===== config.mk =====
export PLATFORM = sky130hd
export DESIGN_NAME = timewalk_toa_correct_min
export DESIGN_NICKNAME = d
export VERILOG_FILES = /design/src/rtl/core/twtoa_pkg.sv /design/src/rtl/core/timewalk_toa_correct_min.sv
export SDC_FILE = /design/constraint.sdc
export NUM_CORES = 2
export LEC_CHECK = 0
export BUFFER_PORTS_ARGS = -buffer_cell sky130_fd_sc_hd__buf_4
export CORE_MARGIN = 2
export CORE_UTILIZATION = 55
export CTS_CLUSTER_DIAMETER = 60
export DETAILED_ROUTE_END_ITERATION = 10
export PLACE_DENSITY = 0.72
export SYNTH_ARGS = -nofsm -noshare
export SYNTH_HDL_FRONTEND = slang
export SYNTH_SLANG_ARGS = --single-unit

===== constraint.sdc =====
create_clock -name clk_i -period 15.4 [get_ports clk_i]
set_clock_uncertainty 0.2 [all_clocks]
set_input_delay 1.54 -clock clk_i [delete_from_list [all_inputs] [get_ports clk_i]]
set_output_delay 1.54 -clock clk_i [all_outputs]
set_load 0.05 [all_outputs]

===== src/rtl/core/twtoa_pkg.sv =====
`timescale 1ns / 1ps

package twtoa_pkg;

  localparam int unsigned TOA_W      = 54;
  localparam int unsigned TOT_W      = 16;
  localparam int unsigned IN_DATA_W  = 72;
  localparam int unsigned TIME_W     = 64;
  localparam int unsigned OUT_DATA_W = 2 * TIME_W;

  localparam int unsigned A_W        = 48;
  localparam int unsigned B_W        = 32;
  localparam int unsigned M_W        = 32;
  localparam int unsigned ANCHOR_W   = 24;
  localparam int unsigned CFG_IDX_W  = 3;
  localparam int unsigned CFG_DATA_W = 48;

  localparam int unsigned NUM_W      = A_W + 8;
  localparam int unsigned DEN_W      = 33;
  localparam int unsigned DSGN_W     = DEN_W + 1;
  localparam int unsigned DELTA_W    = NUM_W + 2;
  localparam int unsigned DIFF_W     = ANCHOR_W + 2;
  localparam int unsigned PROD_W     = M_W + DIFF_W;

  localparam int unsigned DIV_STEPS  = 2;
  localparam int unsigned DIV_CYCLES = NUM_W / DIV_STEPS;
  localparam int unsigned CNT_W      = $clog2(DIV_CYCLES);

  localparam logic [CFG_IDX_W-1:0] CFG_MODEL  = 3'd0;
  localparam logic [CFG_IDX_W-1:0] CFG_COEF_A = 3'd1;
  localparam logic [CFG_IDX_W-1:0] CFG_COEF_B = 3'd2;
  localparam logic [CFG_IDX_W-1:0] CFG_COEF_M = 3'd3;
  localparam logic [CFG_IDX_W-1:0] CFG_ANCHOR = 3'd4;

  localparam logic MODEL_INVERSE = 1'b0;
  localparam logic MODEL_LINEAR  = 1'b1;

  typedef struct packed {
    logic [DEN_W-1:0] rem;
    logic [NUM_W-1:0] quo;
  } div_st_t;

  function automatic div_st_t div_step(input div_st_t cur, input logic [DEN_W-1:0] den);
    logic [DEN_W:0] rem_sh;
    logic [DEN_W:0] diff;
    div_st_t        nxt;
    rem_sh = {cur.rem, cur.quo[NUM_W-1]};
    diff   = rem_sh - {1'b0, den};
    if (rem_sh >= {1'b0, den}) begin
      nxt.rem = diff[DEN_W-1:0];
      nxt.quo = {cur.quo[NUM_W-2:0], 1'b1};
    end else begin
      nxt.rem = rem_sh[DEN_W-1:0];
      nxt.quo = {cur.quo[NUM_W-2:0], 1'b0};
    end
    return nxt;
  endfunction

endpackage


===== src/rtl/core/timewalk_toa_correct_min.sv =====
`timescale 1ns / 1ps
// Inverse model: two 56-bit quotients from one shared restoring divider, 2 quotient bits per
// cycle; the linear model and a zero denominator do not use the divider.
// One hit at a time: s_axis_tready high only while idle, so a new hit waits until the
// previous result is registered; the output register holds a result until taken.
// Reset (rst_ni low, asynchronous): control and configuration registers zero, inverse
// model, cluster minimum empty.

module timewalk_toa_correct_min (
  input  logic                                  clk_i,
  input  logic                                  rst_ni,
  input  logic                                  cfg_valid_i,
  output logic                                  cfg_ready_o,
  input  logic [twtoa_pkg::CFG_IDX_W-1:0]       cfg_index_i,
  input  logic [twtoa_pkg::CFG_DATA_W-1:0]      cfg_data_i,
  input  logic                                  s_axis_tvalid,
  output logic                                  s_axis_tready,
  // hit_toa [53:0], hit_tot [69:54], zero fill [71:70]
  input  logic [twtoa_pkg::IN_DATA_W-1:0]       s_axis_tdata,
  input  logic                                  s_axis_tlast,
  output logic                                  m_axis_tvalid,
  input  logic                                  m_axis_tready,
  // corrected_toa [63:0], cluster_earliest [127:64]
  output logic [twtoa_pkg::OUT_DATA_W-1:0]      m_axis_tdata,
  output logic                                  m_axis_tlast,
  // div_fault [0]
  output logic                                  m_axis_tuser
);

  import twtoa_pkg::*;

  typedef enum logic [2:0] {
    ST_IDLE,
    ST_PREP,
    ST_LIN,
    ST_DIV1,
    ST_DIV2,
    ST_FIN
  } state_e;

  state_e                     state_q;
  logic [CNT_W-1:0]           cnt_q;
  logic                       m_valid_q;
  logic signed [TIME_W-1:0]   run_min_q;
  logic                       first_pending_q;

  logic                       model_q;
  logic [A_W-1:0]             coef_a_q;
  logic [B_W-1:0]             coef_b_q;
  logic [M_W-1:0]             coef_m_q;
  logic [ANCHOR_W-1:0]        anchor_q;

  logic [TOA_W-1:0]           toa_q;
  logic [TOT_W-1:0]           tot_q;
  logic                       last_q;
  logic                       fault_q;
  logic signed [PROD_W-1:0]   prod_q;
  logic signed [DELTA_W-1:0]  delta_q;
  div_st_t                    div_q;
  logic [DEN_W-1:0]           den_q;
  logic                       neg_q;

  logic [TIME_W-1:0]          out_toa_q;
  logic [TIME_W-1:0]          out_earliest_q;
  logic                       out_last_q;
  logic                       out_fault_q;

  logic [NUM_W-1:0]           num_s;
  logic [NUM_W-1:0]           num_neg;
  logic [NUM_W-1:0]           num_mag;
  logic [DSGN_W-1:0]          b_ext;
  logic [DSGN_W-1:0]          d1;
  logic [DSGN_W-1:0]          d2;
  logic [DSGN_W-1:0]          d1_neg;
  logic [DSGN_W-1:0]          d2_neg;
  logic [DEN_W-1:0]           d1_mag;
  logic [DEN_W-1:0]           d2_mag;
  logic                       den_zero;
  logic signed [DIFF_W-1:0]   diff_d;
  logic signed [PROD_W-1:0]   prod_d;
  logic signed [PROD_W-1:0]   prod_adj;
  div_st_t                    st1;
  div_st_t                    st2;
  logic signed [DELTA_W-1:0]  qmag_ext;
  logic signed [TIME_W-1:0]   corrected_d;
  logic signed [TIME_W-1:0]   min_d;
  logic                       take_d;
  logic                       in_fire;
  logic                       fin_go;
  logic                       div_done;

  assign cfg_ready_o   = 1'b1;
  assign s_axis_tready = (state_q == ST_IDLE);
  assign in_fire       = s_axis_tvalid && s_axis_tready;
  assign fin_go        = (state_q == ST_FIN) && (!m_valid_q || m_axis_tready);
  assign div_done      = (cnt_q == CNT_W'(DIV_CYCLES - 1));

  assign num_s    = {coef_a_q, 8'h00};
  assign num_neg  = ~num_s + NUM_W'(1);
  assign num_mag  = num_s[NUM_W-1] ? num_neg : num_s;
  assign b_ext    = {{(DSGN_W - B_W){coef_b_q[B_W-1]}}, coef_b_q};
  assign d1       = {{(DSGN_W - TOT_W - 16){1'b0}}, tot_q, 16'h0000} + b_ext;
  assign d2       = {{(DSGN_W - ANCHOR_W - 8){1'b0}}, anchor_q, 8'h00} + b_ext;
  assign d1_neg   = ~d1 + DSGN_W'(1);
  assign d2_neg   = ~d2 + DSGN_W'(1);
  assign d1_mag   = d1[DSGN_W-1] ? d1_neg[DEN_W-1:0] : d1[DEN_W-1:0];
  assign d2_mag   = d2[DSGN_W-1] ? d2_neg[DEN_W-1:0] : d2[DEN_W-1:0];
  assign den_zero = (d1 == '0) || (d2 == '0);

  assign diff_d   = $signed({2'b00, tot_q, 8'h00}) - $signed({2'b00, anchor_q});
  assign prod_d   = $signed(coef_m_q) * diff_d;
  assign prod_adj = prod_q + (prod_q[PROD_W-1] ? PROD_W'(16'hFFFF) : PROD_W'(0));

  assign st1      = div_step(div_q, den_q);
  assign st2      = div_step(st1, den_q);
  assign qmag_ext = $signed({{(DELTA_W - NUM_W){1'b0}}, st2.quo});

  assign corrected_d = $signed({{(TIME_W - TOA_W - 8){1'b0}}, toa_q, 8'h00})
                     - $signed({{(TIME_W - DELTA_W){delta_q[DELTA_W-1]}}, delta_q});
  assign take_d      = first_pending_q || (corrected_d < run_min_q);
  assign min_d       = take_d ? corrected_d : run_min_q;

  always_ff @(posedge clk_i or negedge rst_ni) begin
    if (!rst_ni) begin
      state_q         <= ST_IDLE;
      cnt_q           <= '0;
      m_valid_q       <= 1'b0;
      run_min_q       <= '0;
      first_pending_q <= 1'b1;
      model_q         <= MODEL_INVERSE;
      coef_a_q        <= '0;
      coef_b_q        <= '0;
      coef_m_q        <= '0;
      anchor_q        <= '0;
    end else begin
      if (cfg_valid_i) begin
        unique case (cfg_index_i)
          CFG_MODEL:  model_q  <= cfg_data_i[0];
          CFG_COEF_A: coef_a_q <= cfg_data_i[A_W-1:0];
          CFG_COEF_B: coef_b_q <= cfg_data_i[B_W-1:0];
          CFG_COEF_M: coef_m_q <= cfg_data_i[M_W-1:0];
          CFG_ANCHOR: anchor_q <= cfg_data_i[ANCHOR_W-1:0];
          default: ;
        endcase
      end
      if (m_valid_q && m_axis_tready && !fin_go) begin
        m_valid_q <= 1'b0;
      end
      unique case (state_q)
        ST_IDLE: begin
          if (in_fire) begin
            state_q <= ST_PREP;
          end
        end
        ST_PREP: begin
          cnt_q <= '0;
          if (model_q == MODEL_LINEAR) begin
            state_q <= ST_LIN;
          end else if (den_zero) begin
            state_q <= ST_FIN;
          end else begin
            state_q <= ST_DIV1;
          end
        end
        ST_LIN: begin
          state_q <= ST_FIN;
        end
        ST_DIV1: begin
          if (div_done) begin
            cnt_q   <= '0;
            state_q <= ST_DIV2;
          end else begin
            cnt_q <= cnt_q + CNT_W'(1);
          end
        end
        ST_DIV2: begin
          if (div_done) begin
            state_q <= ST_FIN;
          end else begin
            cnt_q <= cnt_q + CNT_W'(1);
          end
        end
        ST_FIN: begin
          if (fin_go) begin
            m_valid_q <= 1'b1;
            state_q   <= ST_IDLE;
            if (last_q) begin
              run_min_q       <= '0;
              first_pending_q <= 1'b1;
            end else begin
              run_min_q       <= min_d;
              first_pending_q <= 1'b0;
            end
          end
        end
        default: state_q <= ST_IDLE;
      endcase
    end
  end

  always_ff @(posedge clk_i) begin
    if (in_fire) begin
      toa_q  <= s_axis_tdata[TOA_W-1:0];
      tot_q  <= s_axis_tdata[TOA_W +: TOT_W];
      last_q <= s_axis_tlast;
    end
    if (state_q == ST_PREP) begin
      prod_q    <= prod_d;
      fault_q   <= (model_q == MODEL_INVERSE) && den_zero;
      delta_q   <= '0;
      div_q.rem <= '0;
      div_q.quo <= num_mag;
      den_q     <= d1_mag;
      neg_q     <= num_s[NUM_W-1] ^ d1[DSGN_W-1];
    end
    if (state_q == ST_LIN) begin
      delta_q <= prod_adj >>> 16;
    end
    if (state_q == ST_DIV1) begin
      if (div_done) begin
        delta_q   <= neg_q ? -qmag_ext : qmag_ext;
        div_q.rem <= '0;
        div_q.quo <= num_mag;
        den_q     <= d2_mag;
        neg_q     <= num_s[NUM_W-1] ^ d2[DSGN_W-1];
      end else begin
        div_q <= st2;
      end
    end
    if (state_q == ST_DIV2) begin
      if (div_done) begin
        delta_q <= neg_q ? (delta_q + qmag_ext) : (delta_q - qmag_ext);
      end else begin
        div_q <= st2;
      end
    end
    if (fin_go) begin
      out_toa_q      <= corrected_d;
      out_earliest_q <= last_q ? min_d : '0;
      out_last_q     <= last_q;
      out_fault_q    <= fault_q;
    end
  end

  assign m_axis_tvalid = m_valid_q;
  assign m_axis_tdata  = {out_earliest_q, out_toa_q};
  assign m_axis_tlast  = out_last_q;
  assign m_axis_tuser  = out_fault_q;

endmodule


# --- Word-level counts from Yosys, hierarchy flattened ---
# Index checks and enable logic that the tools add are counted.
word_totals:
  reg_bits: 652
  latchBits: 0
  ram_bits: 0
  romBits: 0
  input_bits: 129
  out_inout_bits: 133
  mem_count: 0
op_classes:
  add_sub_neg: 14
  mul: 1
  div_mod_pow: 0
  magnitude_cmp: 3
  eq_ne: 15
  shift: 0
  mux: 41
  n_bitwise: 6
  reduce_logical: 23
ops:
  columns: ["op", "n"]
  rows:
  - ["$mux 89", 7]
  - ["$mux 58", 8]
  - ["$mux 33", 5]
  - ["$mux 64", 2]
  - ["$add 33x32->34", 2]
  - ["$ge 34x33->1", 2]
  - ["$logic_not 34->1", 2]
  - ["$add 33x1->33 const B", 2]
  - ["$not 33->33", 2]
  - ["$sub 33x33->33", 2]
  - ["$lt 64x64->1", 1]
  - ["$sub 63x58->64", 1]
  - ["$add 58x16->58", 1]
  - ["$add 58x57->58", 1]
  - ["$neg 56->58", 1]
  - ["$sub 58x57->58", 1]
  - ["$mul 32x25->57", 1]
  - ["$add 56x1->56 const B", 1]
  - ["$mux 56", 1]
  - ["$not 56->56", 1]
  - ["$sub 24x24->25", 1]
  - ["$mux 3", 6]
  - ["$pmux 3 s6", 1]
  - ["$mux 16", 1]
  - ["19 further kinds", 50]

# --- Depth between registers and ports, before layout ---
depth:
  ltp_word: 10
  ltp_mapped: 48

# --- Worst setup path after synthesis ---
# No wires, ideal clock.
synth_timing:
  kind: "reg2reg"
  startpoint: "reg anchor_q[0]"
  endpoint: "reg prod_q[56], data pin"
  arrival_time_ns: 9.248
  path_slack_ns: 5.692
  path_stages_with_launch: 37
  path_buffers: 1
  cell_sequence: "dfrtp_1 > inv_1 > ha_1 > nor2b_1 > a41o_1 > a21oi_1 > o21bai_1 > a21oi_1 > nand2b_1 > a211oi_1 > o41a_1 > o21ai_0 > nand2b_1 > clkbuf_1 > or2_2 > fa_1 > inv_1 > fa_1 > fa_1 > inv_1 > fa_1 > fa_1 > fa_1 > inv_1 > fa_1 > ha_1 > a21o_1 > a21oi_1 > o21ai_0 > a221o_1 > a41oi_1 > o211ai_1 > a41o_1 > a2111oi_0 > o41ai_1 > a21oi_1 > xnor2_1"
synth_via:
  elab_chain_cells: 2
synth_rtl:
  columns: ["item", "line", "text"]
  rows:
  - ["start: declaration", "timewalk_toa_correct_min.sv:51", "logic [ANCHOR_W-1:0] anchor_q;"]
  - ["start signal: assignment", "timewalk_toa_correct_min.sv:142", "CFG_ANCHOR: anchor_q <= cfg_data_i[ANCHOR_W-1:0];"]
  - ["$sub 24x24->25", "timewalk_toa_correct_min.sv:110", "assign diff_d = $signed({2'b00, tot_q, 8'h00}) - $signed({2'b00, anchor_q});"]
  - ["$mul 32x25->57", "timewalk_toa_correct_min.sv:111", "assign prod_d = $signed(coef_m_q) * diff_d;"]
  - ["via prod_d[56]", "timewalk_toa_correct_min.sv:80", "logic signed [PROD_W-1:0] prod_d;"]
  - ["end signal: assignment", "timewalk_toa_correct_min.sv:208", "prod_q <= prod_d;"]
  - ["end: declaration", "timewalk_toa_correct_min.sv:57", "logic signed [PROD_W-1:0] prod_q;"]
# The timed path passes the listed nets, and every way through them passes these cells.
# A chain may end at the register's enable or synchronous reset.

# --- Worst setup path in the final report ---
layout_timing:
  startpoint: "reg den_q[0]"
  endpoint: "reg delta_q[42]"
layout_via:
  elab_chain_cells: 10
layout_rtl:
  columns: ["item", "line", "text"]
  rows:
  - ["start: declaration", "timewalk_toa_correct_min.sv:60", "logic [DEN_W-1:0] den_q;"]
  - ["start signal: assignment", "timewalk_toa_correct_min.sv:213", "den_q <= d1_mag;"]
  - ["start signal: assignment", "timewalk_toa_correct_min.sv:224", "den_q <= d2_mag;"]
  - ["$sub 33x33->33 / $ge 34x33->1 (equally long branches)", "twtoa_pkg.sv:48, twtoa_pkg.sv:49", null]
  - ["$mux 89", "twtoa_pkg.sv:49", "if (rem_sh >= {1'b0, den}) begin"]
  - ["$ge 34x33->1", "twtoa_pkg.sv:49", null]
  - ["$mux 89 *", "twtoa_pkg.sv:49", null]
  - ["$neg 56->58", "timewalk_toa_correct_min.sv:221", "delta_q <= neg_q ? -qmag_ext : qmag_ext;"]
  - ["$mux 58", "timewalk_toa_correct_min.sv:221", null]
  - ["$mux 58", "timewalk_toa_correct_min.sv:220", "if (div_done) begin"]
  - ["$mux 58", "timewalk_toa_correct_min.sv:219", "if (state_q == ST_DIV1) begin"]
  - ["$mux 58", "timewalk_toa_correct_min.sv:231", "if (div_done) begin"]
  - ["$mux 58 *", "timewalk_toa_correct_min.sv:230", "if (state_q == ST_DIV2) begin"]
  - ["end signal: assignment", "timewalk_toa_correct_min.sv:217", "delta_q <= prod_adj >>> 16;"]
  - ["end signal: assignment", "timewalk_toa_correct_min.sv:221", null]
  - ["end signal: assignment", "timewalk_toa_correct_min.sv:232", "delta_q <= neg_q ? (delta_q + qmag_ext) : (delta_q - qmag_ext);"]
  - ["end: declaration", "timewalk_toa_correct_min.sv:58", "logic signed [DELTA_W-1:0] delta_q;"]
# Mark *: on every way between the ends. The rest lies on a longest branch, timed or not.

==> results.md <==
- Outcome: finished clean
- RSZ-0062 raised after global routing: false
- Die width: 366 µm
- Seq/Total Area, Yosys: 0.232
- Root buffer cell: clkbuf_16
- Final Max Slew Viols: 0
- Worst path slowest cell: o41ai_1
- Clock H-tree levels: 3
- Antenna violations before repair: 6
- First DRT Iteration DRCs: 4,867
- Area share of fa/ha/maj cells after synthesis: 0.312
- Post-Syn Instances: 7,912
- Drc violations: 0
- Cell area after layout: 78,600 µm²
- Hold_buf cts: 0
- Multiplexer area fraction after synthesis: 0.0239
- Crit Path Category: reg -> reg
- Slowest stage delay, CP: 0.83 ns
- Synthesized area: 71,900 µm²
- CTS Buffer Depth: 3
- GRT overflow: 0
- Top cells by count, synth: inv_1 (1,031), nand2_1 (913), fa_1 (824), ha_1 (475), a21oi_1 (460)
- Clk_lat worst skew: 0.71 ns
- Yosys top cell area share: 0.229
- TritonCTS sink count: 651
- Largest net degree at the start of global routing: 88
- Final nets: 9,409
- ANT nets after route: 0
- DR pass1 iterations: 9
- Die area: 134,000 µm²
- DR WL/cell: 22.0 µm
- Cts repair resizes: 0
- CTS tree: yes
- Global placer's final weighted congestion: 0.980
- Placeable core area: 130,000 µm²
- F_max: 0.0777 GHz
- Setup-failing EPs final: 0
- Row cnt: 132
- Post-synth EDFFs: 259
- CP max FO: 41
- Port buffer count: 258
- Setup TNS Final: 0 ns
- Total number of vias: 58,700
- Synth-to-Final Area Change: 9.18%
- Placement Cell Area: 75,700 µm²
- Startpoint types: flip-flop
- Post-CTS setup buffers: 0
- Top Ports: 262
- First-pass GRT wire length: 337 mm
- Final Hold Viols: 0
- Seq cells post-synth: 651
- # Max-Cap Violations: 0
- Avg Cell Area, Syn: 9.09 µm²
- Post-synthesis compound-gate area fraction: 0.147
- Syn nets: 9,340
- R2R cell count: 41
- Gr usage total: 0.325
- CP required: 15.75 ns
- Chip height: 366 µm
- WL final: 216 mm
- Synth warn: 0
- Worst hold-check path type: reg -> reg
- Crit end category: flip-flop
- Largest family of logic cells by synthesized area: adder cells
- Synth top area cells: fa_1 (23%), edfxtp_1 (11%), ha_1 (8.3%), dfrtp_1 (7.3%), inv_1 (5.4%)
- Measured slew at the worst slew-check pin: 1.40 ns
- Starting density of the core: 0.555
- Synth Area in XOR/XNOR: 0.0624
- Async SR Flop Fraction: 0.324
- Number of vias per cell: 5.99
- Most frequent cell after synthesis: inv_1
- CTS Buf Count: 83
- Slew headroom: 0.0696
- Crit-path most repeated cell: o21ai_0
- Crit path DAT: 13.23 ns
- Tcrit/Tclk final: 0.836
- Vias in the first global route: 59,200
- Library cells used by synthesis: 97
- Share of cells above drive strength 1: 0.0961
- Ys flop type: edfxtp_1
- Post-DP HPWL: 164 mm
- Cell taking the most area after synthesis: fa_1
- Clock transition at path regs: 0.06 ns
- Synth Area in Simple Gates: 0.149
- Hold Path Cell Cnt: 2
- Final hold slack: 0.280 ns
- Min Tclk post-route: 12.88 ns
==> kinds of logic (layout without fill, tap and decap cells) <==
family,count (synthesis),in the layout
xor+xnor,513,513
buf+inv,1406,1545
mux,156,156
compound gates,1643,1643
other cells,1,4
simple gates,2243,2243
fa+ha+maj,1299,1299
flops,651,651
==> path summary, 6_finish.rpt <==
kind                            from           end  slack (ns)
min                        div_q[58]     div_q[58]        0.28
max                         den_q[0]   delta_q[42]        2.52
min in group asynchronous     rst_ni  run_min_q[5]        0.59
max reg2reg                 den_q[0]   delta_q[42]        2.52
min reg2reg                div_q[58]     div_q[58]        0.28
max in group asynchronous     rst_ni  anchor_q[16]       11.77
==> worst max-delay path: cells and delay by family (launching register included) <==
family | cells | cell delay [ns]
adder cells (fa/ha/maj) | 5 | 1.85
AO/OA/AOI/OAI | 21 | 6.04
XOR/XNOR | 2 | 0.37
flip-flops | 1 | 0.36
buffers and inverters | 5 | 1.05
AND/OR/NAND/NOR | 8 | 2.77
==> layer usage <==
metal	GRT usage	vias to the layer above	wire length, µm
li1	-	26700	-
met3	0.0583	556	17300
met4	0.155	2	11100
met1	0.418	29000	86600
met5	0	-	13
met2	0.533	2459	101000
==> cell type report <==
type	count	area (µm²)
Sequential cell	651	16700
Clock buffer	108	2290
Multi-Input combinational cell	5855	50300
Tap cell	1742	2180
Fill cell	11100	51100
Inverter	1033	3880
Antenna cell	3	7.51
Timing Repair Buffer	357	2690
Clock inverter	47	543
==> stage by stage <==
step                      worst slack [ns]  std cells  utilization
final                                 2.52       9796        0.606
after global routing                  1.82       9793        0.606
after CTS                             2.76       9793        0.606
after detailed placement              2.82       9638        0.584
after global placement                2.92       9638        0.584
after floorplan                       5.69       7912            -
==> flip-flops by register name (all words and copies together), names as in the netlist, 3 cells and up <==
signal	count
toa_q	54
out_toa_q	64
coef_b_q	32
out_earliest_q	64
anchor_q	24
state_q	3
tot_q	16
div_q	89
coef_m_q	32
delta_q	58
coef_a_q	48
run_min_q	64
den_q	33
cnt_q	5
prod_q	57
==> placed cells by master, fill, tap and decap left out, types with 39 or more instances in the layout <==
cell type,count
a22o_1,55
o31ai_1,39
a211oi_1,42
nand3_1,104
edfxtp_1,259
dfrtp_1,210
xnor2_1,293
a22oi_1,58
buf_4,356
fa_1,824
nor3_1,118
and3_1,49
inv_1,1029
ha_1,475
nor2b_1,41
or3_1,39
o21ai_0,362
a21oi_1,458
or2_2,53
a21o_1,183
mux2_2,127
xor2_1,201
nand2_1,911
a31oi_1,63
clkbuf_16,84
dfxtp_1,180
o21a_1,54
nor2_1,394
nand4_1,54
and2_1,300
Power is left out: the tool's default activity adds up to more than one toggle a clock period on the data nets, which glitch-free logic cannot reach.
